`config.mk`:
```
export PLATFORM = sky130hd
export DESIGN_NAME = tlsg_fifo
export DESIGN_NICKNAME = d
export VERILOG_FILES = /design/src/rtl/core/tlsg_pkg.sv /design/src/rtl/core/tlsg_fifo.sv
export SDC_FILE = /design/constraint.sdc
export NUM_CORES = 1
export LEC_CHECK = 0
export BUFFER_PORTS_ARGS = -buffer_cell sky130_fd_sc_hd__buf_4
export CAP_MARGIN = 20
export CORE_UTILIZATION = 35
export CTS_CLUSTER_SIZE = 8
export DETAILED_ROUTE_END_ITERATION = 10
export GPL_TIMING_DRIVEN = 0
export SLEW_MARGIN = 20
export SYNTH_ARGS = -nofsm -noshare
export SYNTH_HDL_FRONTEND = slang
export SYNTH_SLANG_ARGS = --single-unit
```
`constraint.sdc`:
```
create_clock -name clk_i -period 2 [get_ports clk_i]
set_input_delay 0.4 -clock clk_i [delete_from_list [all_inputs] [get_ports clk_i]]
set_output_delay 0.4 -clock clk_i [all_outputs]
set_load 0.02 [all_outputs]
```
`src/rtl/core/tlsg_pkg.sv`:
```
package tlsg_pkg;

  localparam int unsigned COORD_WIDTH_DEF = 32;
  localparam int unsigned FRAC_BITS_DEF   = 16;
  localparam int unsigned GRAD_WIDTH      = 32;
  localparam int unsigned NODES           = 4;
  localparam int unsigned AXES            = 3;
  localparam int unsigned EDGES           = 3;
  localparam int unsigned AXW             = 2;
  localparam int unsigned FIFO_DEPTH      = 2;

  localparam logic [GRAD_WIDTH-1:0] GRAD_MAX = {1'b0, {(GRAD_WIDTH - 1){1'b1}}};
  localparam logic [GRAD_WIDTH-1:0] GRAD_MIN = {1'b1, {(GRAD_WIDTH - 1){1'b0}}};

  localparam logic [AXW-1:0] LAST_NODE = AXW'(NODES - 1);

  typedef logic [AXW-1:0] axis_t;

  function automatic axis_t next_axis(axis_t k);
    axis_t r;
    r = (k == axis_t'(AXES - 1)) ? axis_t'(0) : k + axis_t'(1);
    return r;
  endfunction

endpackage

```
`src/rtl/core/tlsg_fifo.sv`:
```
module tlsg_fifo #(
  parameter int unsigned WIDTH = 8
) (
  input  logic             clk_i,
  input  logic             rst_ni,
  input  logic             push_valid_i,
  output logic             push_ready_o,
  input  logic [WIDTH-1:0] push_data_i,
  output logic             pop_valid_o,
  input  logic             pop_ready_i,
  output logic [WIDTH-1:0] pop_data_o
);
  import tlsg_pkg::*;

  localparam int unsigned PTRW = (FIFO_DEPTH > 1) ? $clog2(FIFO_DEPTH) : 1;
  localparam int unsigned CNTW = $clog2(FIFO_DEPTH + 1);

  logic [WIDTH-1:0] mem_q [FIFO_DEPTH];
  logic [PTRW-1:0]  wr_ptr_q, rd_ptr_q;
  logic [CNTW-1:0]  cnt_q;
  logic             push, pop;

  assign push_ready_o = cnt_q != CNTW'(FIFO_DEPTH);
  assign pop_valid_o  = cnt_q != '0;
  assign pop_data_o   = mem_q[rd_ptr_q];
  assign push         = push_valid_i && push_ready_o;
  assign pop          = pop_valid_o && pop_ready_i;

  always_ff @(posedge clk_i or negedge rst_ni) begin
    if (!rst_ni) begin
      wr_ptr_q <= '0;
      rd_ptr_q <= '0;
      cnt_q    <= '0;
    end else begin
      if (push) begin
        wr_ptr_q <= (wr_ptr_q == PTRW'(FIFO_DEPTH - 1)) ? '0 : wr_ptr_q + PTRW'(1);
      end
      if (pop) begin
        rd_ptr_q <= (rd_ptr_q == PTRW'(FIFO_DEPTH - 1)) ? '0 : rd_ptr_q + PTRW'(1);
      end
      if (push && !pop) begin
        cnt_q <= cnt_q + CNTW'(1);
      end else if (pop && !push) begin
        cnt_q <= cnt_q - CNTW'(1);
      end
    end
  end

  always_ff @(posedge clk_i) begin
    if (push) begin
      mem_q[wr_ptr_q] <= push_data_i;
    end
  end

endmodule

```
==> flow_metrics.env <==
export IMPL_hold_path_depth=1
export IMPL_fill_cells=198
export IMPL_synthCells=43
export IMPL_nets=83
export IMPL_synth_top_family_by_area="multiplexers"
export IMPL_ff2ff_setup_slack_ps=410
export IMPL_crit_type="flop to output port"
export IMPL_power_share_switching=0.335
export IMPL_yosys_area_top_type="edfxtp_1"
export IMPL_drt_first_pass_iters=2
export IMPL_regArea_um2=581
export IMPL_most_common_layout_cells="21 x buf_4, 16 x edfxtp_1, 8 x mux2_2"
export IMPL_seq_power_share=0.439
export IMPL_yosys_top_cells_area="edfxtp_1 61%, dfrtp_1 13%, mux2_2 11%"
export IMPL_post_cts_resized=0
export IMPL_internal_power_w=0.000965
export IMPL_holdBufCountCts=1
export IMPL_avgRoutedWirePerCell_um=11.8
export IMPL_synth_seq_area_share=0.738
export IMPL_yosys_area_share_xor_xnor=0.0556
export IMPL_final_hold_viol_count=0
export IMPL_ys_types=14
export IMPL_vdd_drop_max_mv=0.735
export IMPL_drt_vias_per_instance=4.25
export IMPL_drc=0
export IMPL_initial_utilization=0.385
export IMPL_netlist_area_leader_share=0.610
export IMPL_syn_nets=56
export IMPL_worstPathArrival_ps=1380
export IMPL_cts_sinks=20
export IMPL_track_usage=0.109
export IMPL_grt_max_degree=12
export IMPL_max_slew_margin=0.536
export IMPL_gp_congestion=0.655
export IMPL_synthMuxAreaShare=0.114
export IMPL_leakagePower_nw=0.411
export IMPL_cts_buffer_depth=2
export IMPL_r2r_cells=3
export IMPL_yosysWarnings=0
export IMPL_layout_commonest_cell="buf_4"
export IMPL_io_pins=22
export IMPL_die_w_um=49.4
export IMPL_numCtsBuffers=3
export IMPL_die_h_um=49.4
export IMPL_multi_input_area_um2=198
export IMPL_avgSynthCellArea_um2=18.3
export IMPL_grt_pass1_vias=409
export IMPL_status="finished clean"
export IMPL_grt_overflow_total=0
export IMPL_comb_power_share=0.435
export IMPL_synth_fa_ha_area_frac=0.0159
export IMPL_hold_path_class="input port to flop"
export IMPL_rsz0062_at_grt="no"
export IMPL_core_area_um2=2040
export IMPL_period_minus_slack_ps=1780
export IMPL_n_antenna_cell=0
export IMPL_power_frac_clock=0.126
export IMPL_start_kind="flop"
export IMPL_maxCapViolCount=0
export IMPL_synth_compound_area_share=0
export IMPL_worstMarginPinSlew_ps=694
export IMPL_drt_iter0_drc=4
export IMPL_grt_pass1_wl_um=1780
export IMPL_antenna_left=0
export IMPL_hold_slack_ps=287
export IMPL_cts_tree="built"
export IMPL_p_per_area_nw_per_um2=1430
export IMPL_fin_util=0.497
export IMPL_cts_setup_buffers=0
export IMPL_antenna_found_initial=0
export IMPL_synthSimpleGateAreaFrac=0.0652
export IMPL_postRouteWirelength_um=1130
export IMPL_synth_area_um2=787
export IMPL_h_tree_depth=1
export IMPL_path_max_fanout=9
export IMPL_synth_seq_cells=20
export IMPL_fmax_mhz=562
export IMPL_drv_slew=0
export IMPL_p_sw_w=0.000487
export IMPL_finClkSkew_ps=2.22
export IMPL_syn_to_final_growth_pct=28.9
export IMPL_fin_area_um2=1010
export IMPL_cts_clk_slew_worst_paths_ps=100
export IMPL_port_buffers=21
export IMPL_place_area_um2=978
export IMPL_required_ps=1600
export IMPL_cp_end_kind="output port"
export IMPL_p_total_w=0.00145
export IMPL_finalSetupViolations=0
export IMPL_vias=408
export IMPL_clock_latency_ps=290
export IMPL_num_rows=16
export IMPL_finalCritPeriodShare=0.889
export IMPL_final_setup_tns_ps=0
export IMPL_layout_drive_gt1_share=0.522
export IMPL_die_area_um2=2440
export IMPL_cts_root_buf="clkbuf_4"
## power by group through the flow
stage / Sequential, W / Combinational, W / Clock, W
floorplan: 0.000633 / 0.000435 / 0
global placement: 0.000641 / 0.000636 / 0
detailed placement: 0.000647 / 0.000642 / 0
CTS: 0.000638 / 0.000645 / 0.000193
global route: 0.000649 / 0.000687 / 0.000214
finish: 0.000637 / 0.000631 / 0.000183
## kinds of logic (layout without fill, tap and decap cells)
kind of cell  Yosys count  count (layout)
xor+xnor                5               5
fa+ha+maj               1               1
buf+inv                 2              28
flops                  20              20
mux                     8               8
simple gates            7               7
## registers in the layout, summed over array words and instances, names as in the netlist
| signal | flops |
|---|---|
| cnt_q | 2 |
| mem_q | 16 |
| rd_ptr_q | 1 |
| wr_ptr_q | 1 |
## cells in the mapped netlist, drive strengths merged
library cell,number
edfxtp,16
mux2,8
dfrtp,4
xnor2,3
nand2,2
nor2,2
xor2,2
and3,1
buf,1
ha,1
inv,1
nand2b,1
or2,1
## layout make-up
type                    instances  area share
flip-flops and latches         20       0.572
multi-input cells              21       0.195
repair buffers                 22       0.165
well taps                      27      0.0333
clock buffers                   3      0.0222
plain buffers                   1     0.00493
clock inverters                 1     0.00370
inverters                       1     0.00370
## layer usage
layer	track usage	share of wire	up-vias
li1	-	-	207
met1	0.131	0.43	187
met2	0.155	0.50	12
met3	0.0218	0.037	2
met4	0.114	0.024	0
met5	0	0	-
## metrics by stage
step / instances / setup WS (ps)
global placement: 91 / 389
global route: 96 / 137
detailed placement: 91 / 385
finish: 96 / 222
floorplan: 43 / 585
CTS: 96 / 193
## critical path, cell delays in order (launching register included)
cell,delay (ps)
dfrtp_1,330
buf_2,240
mux2_2,370
buf_4,160
## path summary, 6_finish.rpt
kind / start / endpoint
worst max-delay path: rd_ptr_q$_DFFE_PN0P_ / pop_data_o[2]
worst min-delay path: push_data_i[5] / mem_q[1][5]$_DFFE_PP_
worst max register to register: cnt_q[0]$_DFFE_PN0P_ / mem_q[0][3]$_DFFE_PP_
worst min register to register: wr_ptr_q$_DFFE_PN0N_ / wr_ptr_q$_DFFE_PN0N_
max in group asynchronous: rst_ni / wr_ptr_q$_DFFE_PN0N_
min in group asynchronous: rst_ni / cnt_q[0]$_DFFE_PN0P_
Power figures use the tool's default switching activity.
