--- src/rtl/core/tlsg_pkg.sv ---
package tlsg_pkg;

  localparam int unsigned COORD_WIDTH_DEF = 32;
  localparam int unsigned FRAC_BITS_DEF   = 16;
  localparam int unsigned GRAD_WIDTH      = 32;
  localparam int unsigned NODES           = 4;
  localparam int unsigned AXES            = 3;
  localparam int unsigned EDGES           = 3;
  localparam int unsigned AXW             = 2;
  localparam int unsigned FIFO_DEPTH      = 2;

  localparam logic [GRAD_WIDTH-1:0] GRAD_MAX = {1'b0, {(GRAD_WIDTH - 1){1'b1}}};
  localparam logic [GRAD_WIDTH-1:0] GRAD_MIN = {1'b1, {(GRAD_WIDTH - 1){1'b0}}};

  localparam logic [AXW-1:0] LAST_NODE = AXW'(NODES - 1);

  typedef logic [AXW-1:0] axis_t;

  function automatic axis_t next_axis(axis_t k);
    axis_t r;
    r = (k == axis_t'(AXES - 1)) ? axis_t'(0) : k + axis_t'(1);
    return r;
  endfunction

endpackage

--- src/rtl/core/tlsg_front.sv ---
module tlsg_front #(
  parameter int unsigned COORD_WIDTH = tlsg_pkg::COORD_WIDTH_DEF
) (
  input  logic clk_i,
  input  logic rst_ni,
  input  logic in_valid_i,
  output logic in_ready_o,
  input  logic [tlsg_pkg::NODES-1:0][tlsg_pkg::AXES-1:0][COORD_WIDTH-1:0] vtx_i,
  output logic edge_valid_o,
  input  logic edge_ready_i,
  output logic [tlsg_pkg::EDGES-1:0][tlsg_pkg::AXES-1:0][COORD_WIDTH:0] edge_o
);
  import tlsg_pkg::*;

  logic vld_q;
  logic [EDGES-1:0][AXES-1:0][COORD_WIDTH:0] edge_d, edge_q;

  assign in_ready_o   = !vld_q || edge_ready_i;
  assign edge_valid_o = vld_q;
  assign edge_o       = edge_q;

  // edges relative to vertex 0, one bit wider than the coordinates
  always_comb begin
    for (int v = 0; v < EDGES; v++) begin
      for (int k = 0; k < AXES; k++) begin
        edge_d[v][k] = $signed({vtx_i[v+1][k][COORD_WIDTH-1], vtx_i[v+1][k]})
                     - $signed({vtx_i[0][k][COORD_WIDTH-1], vtx_i[0][k]});
      end
    end
  end

  always_ff @(posedge clk_i or negedge rst_ni) begin
    if (!rst_ni) begin
      vld_q <= 1'b0;
    end else if (in_ready_o) begin
      vld_q <= in_valid_i;
    end
  end

  always_ff @(posedge clk_i) begin
    if (in_valid_i && in_ready_o) begin
      edge_q <= edge_d;
    end
  end

endmodule

--- config.mk ---
export PLATFORM = sky130hd
export DESIGN_NAME = tlsg_front
export DESIGN_NICKNAME = d
export VERILOG_FILES = /design/src/rtl/core/tlsg_pkg.sv /design/src/rtl/core/tlsg_front.sv
export SDC_FILE = /design/constraint.sdc
export NUM_CORES = 1
export LEC_CHECK = 0
export ABC_CLOCK_PERIOD_IN_PS = 10050
export BUFFER_PORTS_ARGS = -buffer_cell sky130_fd_sc_hd__buf_4
export CAP_MARGIN = 20
export CORE_AREA = 3 3 264 266
export CTS_BUF_LIST = sky130_fd_sc_hd__clkbuf_2 sky130_fd_sc_hd__clkbuf_4 sky130_fd_sc_hd__clkbuf_8
export DETAILED_ROUTE_END_ITERATION = 8
export DIE_AREA = 0 0 267 269
export PLACE_DENSITY = 0.53
export SLEW_MARGIN = 15
export SYNTH_ARGS = -nofsm -noshare
export SYNTH_HDL_FRONTEND = slang
export SYNTH_SLANG_ARGS = --single-unit
--- constraint.sdc ---
create_clock -name clk_i -period 10.05 [get_ports clk_i]
set_input_delay 2.5125 -clock clk_i [delete_from_list [all_inputs] [get_ports clk_i]]
set_output_delay 2.5125 -clock clk_i [all_outputs]
set_load 0.005 [all_outputs]
==> metrics.txt, run 1 <==
register area 0.008944 mm2; Initial DRT Pass Iterations 6; number of fill cells 6516; CP Launch Type primary input; setup repair bufs after CTS 0; Worst EP arrival 2940 ps; Multi-input gate area 0.01340 mm2; worst skew pair latency 670 ps; Synth top area share 38.51%; worst reg2reg endpoint edge_o[182]; max frequency 183.4 MHz; Final min period 5453 ps; #FFs+latches synth 298; Setup crit start edge_ready_i; RSZ-0062 raised after global routing no; worst r2r src edge_valid_o; DRC Markers 0; Worst-Margin Slew 981.5 ps; DRT iter0 DRCs 1387; Synth area leader edfxtp_1; IO buf count 686; clk sinks 298; slew margin rel. 34.57%; gpl congestion 0.9441; worst hold path class flop to flop; Congestion Overflow GR 0; hold_ws 571.4 ps; top cells by area, synth edfxtp_1 39%, ha_1 16%, xnor2_1 6.8%, a21oi_1 4.6%, a21o_1 4.5%; power per cell area 143.6 mW/mm2; hold depth 2; final setup TNS 0 ps; critical path capture point type output pin; initial antenna violation count 29; Die X 267 um; static leakage 14.20 nW; worst path required time 7540 ps; pin count of the biggest net entering global routing 151; sequential share of the synthesized area 38.61%; top cells by instance count after synthesis 297 x edfxtp_1, 288 x ha_1, 215 x a21oi_1; CTS tree yes; ANT nets after route 0; total wire length 88.59 mm; Max clock buf depth 3; initial core utilization 34.43%; fin crit share 54.25%; htree depth 2; Vias per Instance 5.265; Post-DP HPWL 73.50 mm; Mapped Cells 2310; DR WL/cell 22.31 um; clk_skew 42.03 ps; non-filler cells, final 3971; vias in the first global route 21340; synthesis-to-finish area growth 32.05%; first-pass GRT wire length 125.9 mm; status complete, no violations; largest family of logic cells by synthesized area compound AO/OA/AOI/OAI gates; row count 95; crit path to in_ready_o; critical path fanouts, max 3; syn_nets 2995; Max-Cap Viols 0; GRT Resource Usage Total 23.43%; mux share of post-synthesis cell area 0.04322%; CTS Buf Count 61; PostCTS Resize Cnt 0; Die Ht 269 um; post-synthesis adder-cell area fraction 16.34%; max-slew violations 0; worst setup path class primary input to output pin; ys flop type edfxtp_1; simple-gate portion of the synthesized area 10.60%; Distinct cells, synth 85; share of layout cells above drive strength 1 27.08%; XOR/XNOR Fraction of Synth Area 9.378%; leading cell type by number of instances after synthesis edfxtp_1; IO Pins 687; Setup Viol. Count Final 0; Ys Warns 0; Placed Cells 3849; Worst-path clk slew 60 ps; buffer type at the clock tree root clkbuf_8; CTS Hold Bufs 0; Core Region 0.06728 mm2; worst reg-to-reg path cell count 3; syn_area_per_cell 10.03 um2; Vias 20910; R2R Setup Slk 7870 ps; worst vdd ir 0.0001071 V; DIE AREA 0.07182 mm2; final-report hold violation count 0; Compound-Gate Fraction of Synth Area 21.47%; FFs w/ async S/R, synth 0.3356%; Post-Syn Area 0.02316 mm2; Post-synth EDFFs 297; NumNets Final 3724
[per-layer routing]
layer	share of wire [%]	wire length, um	GRT usage (%)
met5	0.23	200	0
met4	3.7	3245	9.262
met3	9.9	8744	9.207
met2	49	43640	41.46
met1	37	32760	25.17
[worst min-delay path by stage]
stage	startpoint	endpoint	slack [ps]
2_1_floorplan	edge_valid_o	edge_valid_o	540
3_3_place_gp	edge_valid_o	edge_valid_o	520
3_5_place_dp	edge_valid_o	edge_valid_o	560
4_1_cts	edge_valid_o	edge_valid_o	570
5_1_grt	edge_valid_o	edge_valid_o	610
6_report	edge_valid_o	edge_valid_o	570
[cell families after synthesis]
group / after synthesis
AO/OA/AOI/OAI: 743
XOR/XNOR: 248
adder cells (fa/ha/maj): 297
buffers and inverters: 217
flip-flops: 298
multiplexers: 1
AND/OR/NAND/NOR: 506
[layout by cell type (no fill, tap or decap), drive strengths merged, types with 125 or more instances in the layout]
cell type  synthesis  layout
o21ai            130     130
nor2             136     136
a21o             139     139
a21oi            220     220
inv              194     195
nand2            125     125
buf                1     689
xnor2            181     181
edfxtp           297     297
ha               288     288
[state kept, by name, indices dropped and copies added (netlist names)]
register,count
edge_valid_o,1
edge_o,297
[stage by stage]
step | worst slack [ps] | area, um2 | power, mW | utilization [%]
finish | 4598 | 30580 | 4.391 | 45.46
global placement | 4315 | 29350 | 3.084 | 43.62
global route | 4577 | 30570 | 4.641 | 45.44
detailed placement | 4288 | 29350 | 3.097 | 43.62
floorplan | 3293 | 23160 | 2.486 | -
CTS | 4599 | 30550 | 4.445 | 45.41
[layout make-up]
type                       instances  area share (%)
multi-input combinational       1795           43.81
sequential                       298           29.24
timing repair buffer             689           16.95
tap                              873           3.571
antenna                           14          0.1145
clock buffer                      91           3.502
inverter                         194           2.381
clock inverter                    17          0.4296
[critical path, cell delays in order]
cell and delay, ps:
buf_4 100, nand2b_1 170, buf_4 150
[power breakdown]
group	internal, mW	switching [mW]
clock network	0.725	0.588
logic	0.677	0.762
registers	1.58	0.0536
total	2.99	1.40
(Power assumes the default switching activity.)
==> inputs of run 2 (changes only) <==
Settings changed: ABC_CLOCK_PERIOD_IN_PS 10050 to 4500, PLACE_DENSITY 0.53 to 0.55.
Clock period 10.05 ns to 4.5 ns, I/O delays scaled along.
==> run 2 against run 1 <==
  * Routed wire length grew 2.7%
  * Sequential share of layout area shrank 0.10 points
  * Hold slack lost 350 ps
  * Largest cell class unchanged
  * Largest power group unchanged
  * Via count grew 0.59%
  * Critical path type is now primary input to flop
  * First-iteration DRC count shrank 4.0%
  * Cell area grew 0.36%
  * Non-clock buffer count grew 16
  * Core utilization grew 0.16 points
  * Clock skew shrank 12 ps
==> metrics.txt, run 2 (synthesis gave the netlist of run 1 again) <==
power per cell area 314.4 mW/mm2 (+120%); synthesis-to-finish area growth 32.52%; DRT iter0 DRCs 1331 (-4.0%); Flop pwr share 37.9% (+0.6 points); worst slack at placement 260.0 ps (-4028 ps); DR WL/cell 22.78 um (+2.1%); worst hold path class primary input to asynchronous set/reset pin; first-pass GRT wire length 131.2 mm (+4.2%); max FFs per register 297 (unchanged); Post-DP HPWL 76.65 mm (+4.3%); CTS tree yes; cell-internal power 6.503 mW (+120%); Post-Route Utilization 45.62% (+0.16 points); Worst-Margin Slew 804.4 ps (-177.1 ps); worst setup path class primary input to flop; fin crit share 78.96%; CP Launch Type primary input; Worst EP arrival 3970 ps (+1030 ps); final setup TNS 0 ps (unchanged); DIE AREA 0.07182 mm2 (unchanged); Final min period 3553 ps; critical path fanouts, max 5 (+2); Max clock buf depth 3 (unchanged); max-slew violations 0 (unchanged); Die Ht 269 um (unchanged); status complete, no violations; number of fill cells 6522 (+0.092%); Max-Cap Viols 0 (unchanged); CTS Buf Count 61 (unchanged); clk sinks 298 (unchanged); ANT nets after route 0 (unchanged); worst vdd ir 0.0002075 V (+94%); slew margin rel. 46.37% (+12 points); P_sw 3.147 mW (+120%); placed cell areas 0.02953 mm2 (+0.62%); CTS Hold Bufs 0 (unchanged); Congestion Overflow GR 0 (unchanged); htree depth 2 (unchanged); Setup Viol. Count Final 0 (unchanged); register area 0.008944 mm2 (unchanged); Switching Share 32.61% (+0.64 points); Logic pwr share 33.7% (+0.9 points); static leakage 14.23 nW (+0.27%); Multi-input gate area 0.01340 mm2 (unchanged); GRT Resource Usage Total 24.32% (+0.89 points); Vias per Instance 5.268 (about the same); Initial DRT Pass Iterations 7 (+1); worst path required time 4910 ps (-2630 ps); share of layout cells above drive strength 1 26.91% (-0.17 points); IO buf count 686 (unchanged); power share of the clock group 28.4% (-1.5 points); clk_skew 30.41 ps (-11.62 ps); worst skew pair latency 670 ps (about the same); commonest non-fill, non-tap cells in the layout 699 x buf_4, 297 x edfxtp_1, 288 x ha_1; setup repair bufs after CTS 0 (unchanged); NumNets Final 3740 (+0.43%); PostCTS Resize Cnt 0 (unchanged); Vias 21030 (+0.59%); initial core utilization 34.43% (unchanged); vias in the first global route 21390 (+0.24%); critical path capture point type flop; pin count of the biggest net entering global routing 45 (-70%); post-route cell area 0.03069 mm2 (+0.36%); RSZ-0062 raised after global routing no; initial antenna violation count 26 (-10%); Worst-path clk slew 60 ps (about the same); IO Pins 687 (unchanged); DRC Markers 0 (unchanged); row count 95 (unchanged); most common cell after layout, fill and taps aside buf_4; final-report hold violation count 0 (unchanged); buffer type at the clock tree root clkbuf_8; Worst Setup Slack, final 946.8 ps (-3651 ps); max frequency 281.4 MHz; gpl congestion 0.9529 (+0.93%); Die X 267 um (unchanged); total power draw 9.650 mW (+120%); Core Region 0.06728 mm2 (unchanged); total wire length 90.94 mm (+2.7%)
==> run 2: cell types whose count changed in the layout (fill, tap and decap cells not counted) <==
cell,change
buf_12,+5
buf_4,+11
bufinv_16,-2
clkbuf_4,-11
clkbuf_8,+1
clkinv_1,+19
clkinv_2,-4
clkinvlp_4,+1
diode_2,+2
inv_6,-1
==> run 2: path summary, 6_finish.rpt <==
kind	end	slack (ps)	cells after the start	startpoint
max	edge_o[30]	950	13	vtx_i[0]
min	edge_valid_o	220	1	rst_ni
max reg2reg	edge_o[163]	2430	3	edge_valid_o
min reg2reg	edge_valid_o	620	2	edge_valid_o
max in group asynchronous	edge_valid_o	4200	1	rst_ni
min in group clk_i	edge_valid_o	620	2	edge_valid_o
==> run 2: area by class of cell <==
class | count | area share [%]
diodes | 16 | 0.1304
clock buffers | 81 | 3.265
repair buffers | 705 | 17.49
multi-input cells | 1795 | 43.65
flip-flops and latches | 298 | 29.14
well taps | 873 | 3.559
clock inverters | 30 | 0.3954
inverters | 194 | 2.373
==> run 2: per-stage QoR <==
step                      std cells  hold slack [ps]
after floorplan                2310            544.1
after global placement         3865            574.0
after detailed placement       3865            589.5
after CTS                      3976            141.5
after global routing           3984            166.2
final                          3992            219.0
==> run 2: worst max-delay path: stages <==
cell and delay (ps):
buf_4 130, ha_1 220, fa_1 400, nand2b_1 160, a21boi_1 230, o21ai_0 120
a211o_1 290, a31oi_1 350, o211a_1 210, o311a_1 310, o21ai_1 110, a32oi_1 220
xnor2_1 90
==> run 2: per-layer routing <==
layer | track usage [%] | up-vias | share of wire [%]
li1 | - | 10090 | -
met1 | 26.73 | 10040 | 38
met2 | 44.52 | 736 | 50
met3 | 9.125 | 141 | 9.8
met4 | 5.616 | 24 | 2.1
met5 | 0 | - | 0.17
==> run 2: power groups by stage <==
stage                     sequential (mW)  combinational, mW  clock (mW)
after floorplan                      3.72               1.83           0
after global placement               3.72               3.22           0
after detailed placement             3.71               3.25           0
after CTS                            3.66               3.27        2.85
after global routing                 3.68               3.57        2.96
final                                3.66               3.25        2.74
==> inputs of run 3 (changes only) <==
Settings changed: ABC_AREA set to 1, ABC_CLOCK_PERIOD_IN_PS 4500 to 3200, CORE_AREA 3 3 264 266 to 3 3 265 267, DIE_AREA 0 0 267 269 to 0 0 268 270, PLACE_DENSITY 0.55 to 0.68.
Clock period 4.5 ns to 3.2 ns, I/O delays scaled along.
==> run 3 against run 2 <==
  * Combinational power rose by 76%
  * Non-clock buffer count decreased by 8
  * Final cell count grew 71%
  * Core utilization grew 12 points
  * Synthesized area up 36%
  * Routed wire length is 41% higher
  * Register-to-register slack worse by 1100 ps
  * Via count rose by 59%
  * Synthesized cell count up 120%
==> metrics.txt, run 3 <==
static leakage 24.06 nW (+69%); DIE AREA 0.07236 mm2 (+0.75%); syn_nets 5821 (+94%); Ys Warns 0 (unchanged); R2R Setup Slk 1380 ps (-1050 ps); leading cell type by number of instances after synthesis nand2_1; most common cell after layout, fill and taps aside nand2_1; Congestion Overflow GR 0 (unchanged); worst skew pair latency 720 ps (+50 ps); Vias per Instance 4.902 (-7.0%); total wire length 127.8 mm (+41%); Post-synth EDFFs 297 (unchanged); Worst-path clk slew 60 ps (about the same); Final min period 2214 ps; FFs w/ async S/R, synth 0.3356% (unchanged); Core Region 0.06835 mm2 (+1.6%); number of fill cells 6958 (+6.7%); synthesis-to-finish area growth 24.57%; max-slew violations 0 (unchanged); GRT Resource Usage Total 34.32% (+10 points); Worst EP arrival 1410 ps (-2560 ps); CP Launch Type flop; IO buf count 686 (unchanged); GRT met1 Usage 43.17% (+16 points); non-filler cells, final 6826 (+71%); max FFs per register 297 (unchanged); critical path fanouts, max 1 (-4); fin crit share 69.18%; IO Pins 687 (unchanged); first-pass GRT wire length 186.2 mm (+42%); Max stage delay on crit path 520 ps (+120 ps); met3 usage 6.167% (-3.0 points); DRC Markers 0 (unchanged); Post-DP HPWL 110.8 mm (+45%); Initial DRT Pass Iterations 6 (-1); worst path required time 2400 ps (-2510 ps); worst slack at placement 396.1 ps (+136.1 ps); DR WL/cell 18.73 um (-18%); top cells by instance count after synthesis 2233 x nand2_1, 1241 x inv_1, 370 x nor2_1; met2 Use GR 57.68% (+13 points); worst vdd ir 0.0002958 V (+43%); worst setup path class flop to output pin; delay-heaviest family, CP flip-flops; vias in the first global route 31570 (+48%); status complete, no violations; GR peak layer met2; Vias 33460 (+59%); Post-Syn Area 0.03143 mm2 (+36%); share of layout cells above drive strength 1 14.65% (-12 points); Synth top area share 28.37% (-10 points); worst hold path class primary input to flop; syn_area_per_cell 6.120 um2 (-39%); clk sinks 298 (unchanged); CTS Hold Bufs 1 (+1); initial antenna violation count 11 (-58%); DRT iter0 DRCs 2554 (+92%); PostCTS Resize Cnt 0 (unchanged); buffer type at the clock tree root clkbuf_8; Worst Setup Slack, final 986.2 ps (+39.44 ps); Die X 268 um (+0.37%); #FFs+latches synth 298 (unchanged); commonest non-fill, non-tap cells in the layout 2233 x nand2_1, 1239 x inv_1, 692 x buf_4; Synth area leader edfxtp_1; Mapped Cells 5136 (+120%); ys flop type edfxtp_1; setup repair bufs after CTS 0 (unchanged); final-report hold violation count 0 (unchanged); CTS Buf Count 59 (-3.3%); critical path capture point type output pin; crit-path cells buf_4; Distinct cells, synth 22 (-74%); row count 96 (+1.1%); Max clock buf depth 3 (unchanged); Die Ht 270 um (+0.37%); Worst-Margin Slew 549.2 ps (-255.2 ps); slew margin rel. 63.12% (+17 points); gpl congestion 1.033 (+8.4%); NumNets Final 6573 (+76%); power per cell area 397.3 mW/mm2 (+26%); sequential share of the synthesized area 28.45% (-10 points); top cells by area, synth edfxtp_1 28%, nand2_1 27%, inv_1 15%, ha_1 11%, nor2_1 4.4%; ANT nets after route 0 (unchanged); Placed Cells 6708 (+74%); CP max stage cell edfxtp_1; crit path buf inv count 1 (unchanged); htree depth 2 (unchanged); Max-Cap Viols 0 (unchanged); Setup Viol. Count Final 0 (unchanged); max frequency 451.7 MHz; RSZ-0062 raised after global routing no; initial core utilization 45.99% (+12 points); pin count of the biggest net entering global routing 85 (+89%); clk_skew 28.01 ps (-2.400 ps); CTS tree yes
run 3: cell types whose count changed after synthesis, moves of 32 or more:
cell,delta
nand3_1,+157
o21ai_1,-32
xor2_1,+50
inv_1,+1047
xnor2_1,-163
o21ai_0,-96
nand2_1,+2108
nand2b_1,-40
a21oi_1,-33
nand2_2,+58
a21o_1,-130
nor2b_1,-36
o21a_1,-46
nor2_1,+234
run 3: kinds of logic (layout without fill, tap and decap cells):
group / count (synthesis) / count (layout) / synth area share, %
buffers and inverters: 1247 / 2048 / 14.96
AOI/OAI and AO/OA: 205 / 205 / 3.467
xor gates and xnor gates: 135 / 135 / 3.761
DFF: 298 / 298 / 28.45
adders and majority gates: 297 / 297 / 12.04
other: 0 / 7 / 0
and+or+nand+nor: 2954 / 2954 / 37.32
run 3: area by class of cell:
type	count	area [um2]	area share [%]
clock inverter	40	441.7	1.128
tap	882	1104	2.818
clock buffer	70	900.9	2.301
sequential	298	8944	22.84
antenna	7	17.52	0.04474
timing repair buffer	697	5285	13.50
inverter	1241	4666	11.92
multi-input combinational	3591	17800	45.45
run 3: path summary, 6_finish.rpt:
kind                       cells after the start      endpoint    startpoint
max in group asynchronous                      2  edge_valid_o        rst_ni
min in group asynchronous                      2  edge_valid_o        rst_ni
max                                            1   edge_o[188]   edge_o[188]
max reg2reg                                    3   edge_o[159]  edge_valid_o
min                                            3  edge_valid_o    in_valid_i
min reg2reg                                    2  edge_valid_o  edge_valid_o
run 3: metrics by stage:
stage          hold WS [ps]  utilization [%]  power (mW)  setup TNS (ps)  cell area, um2
2_1_floorplan         504.4                -       8.434         -866790           31450
3_3_place_gp          564.3            55.29       10.88               0           37790
3_5_place_dp          570.2            55.29       10.89               0           37790
4_1_cts               259.1            57.27       15.59               0           39140
5_1_grt               286.1            57.29       16.44               0           39150
6_report              315.5            57.29       15.56               0           39160
run 3: per-layer routing:
metal,vias up,share of wire (%)
li1,16940,-
met1,15070,42
met2,1190,46
met3,254,7.5
met4,8,4.6
met5,-,0.050
run 3: power breakdown:
part           switching (mW)  internal [mW]  total, mW  leakage [nW]
Sequential              0.242           4.94       5.18          2.85
Clock                    1.98           2.68       4.66         0.696
Combinational            3.53           2.18       5.72          20.5
Total                    5.76           9.80       15.6          24.1
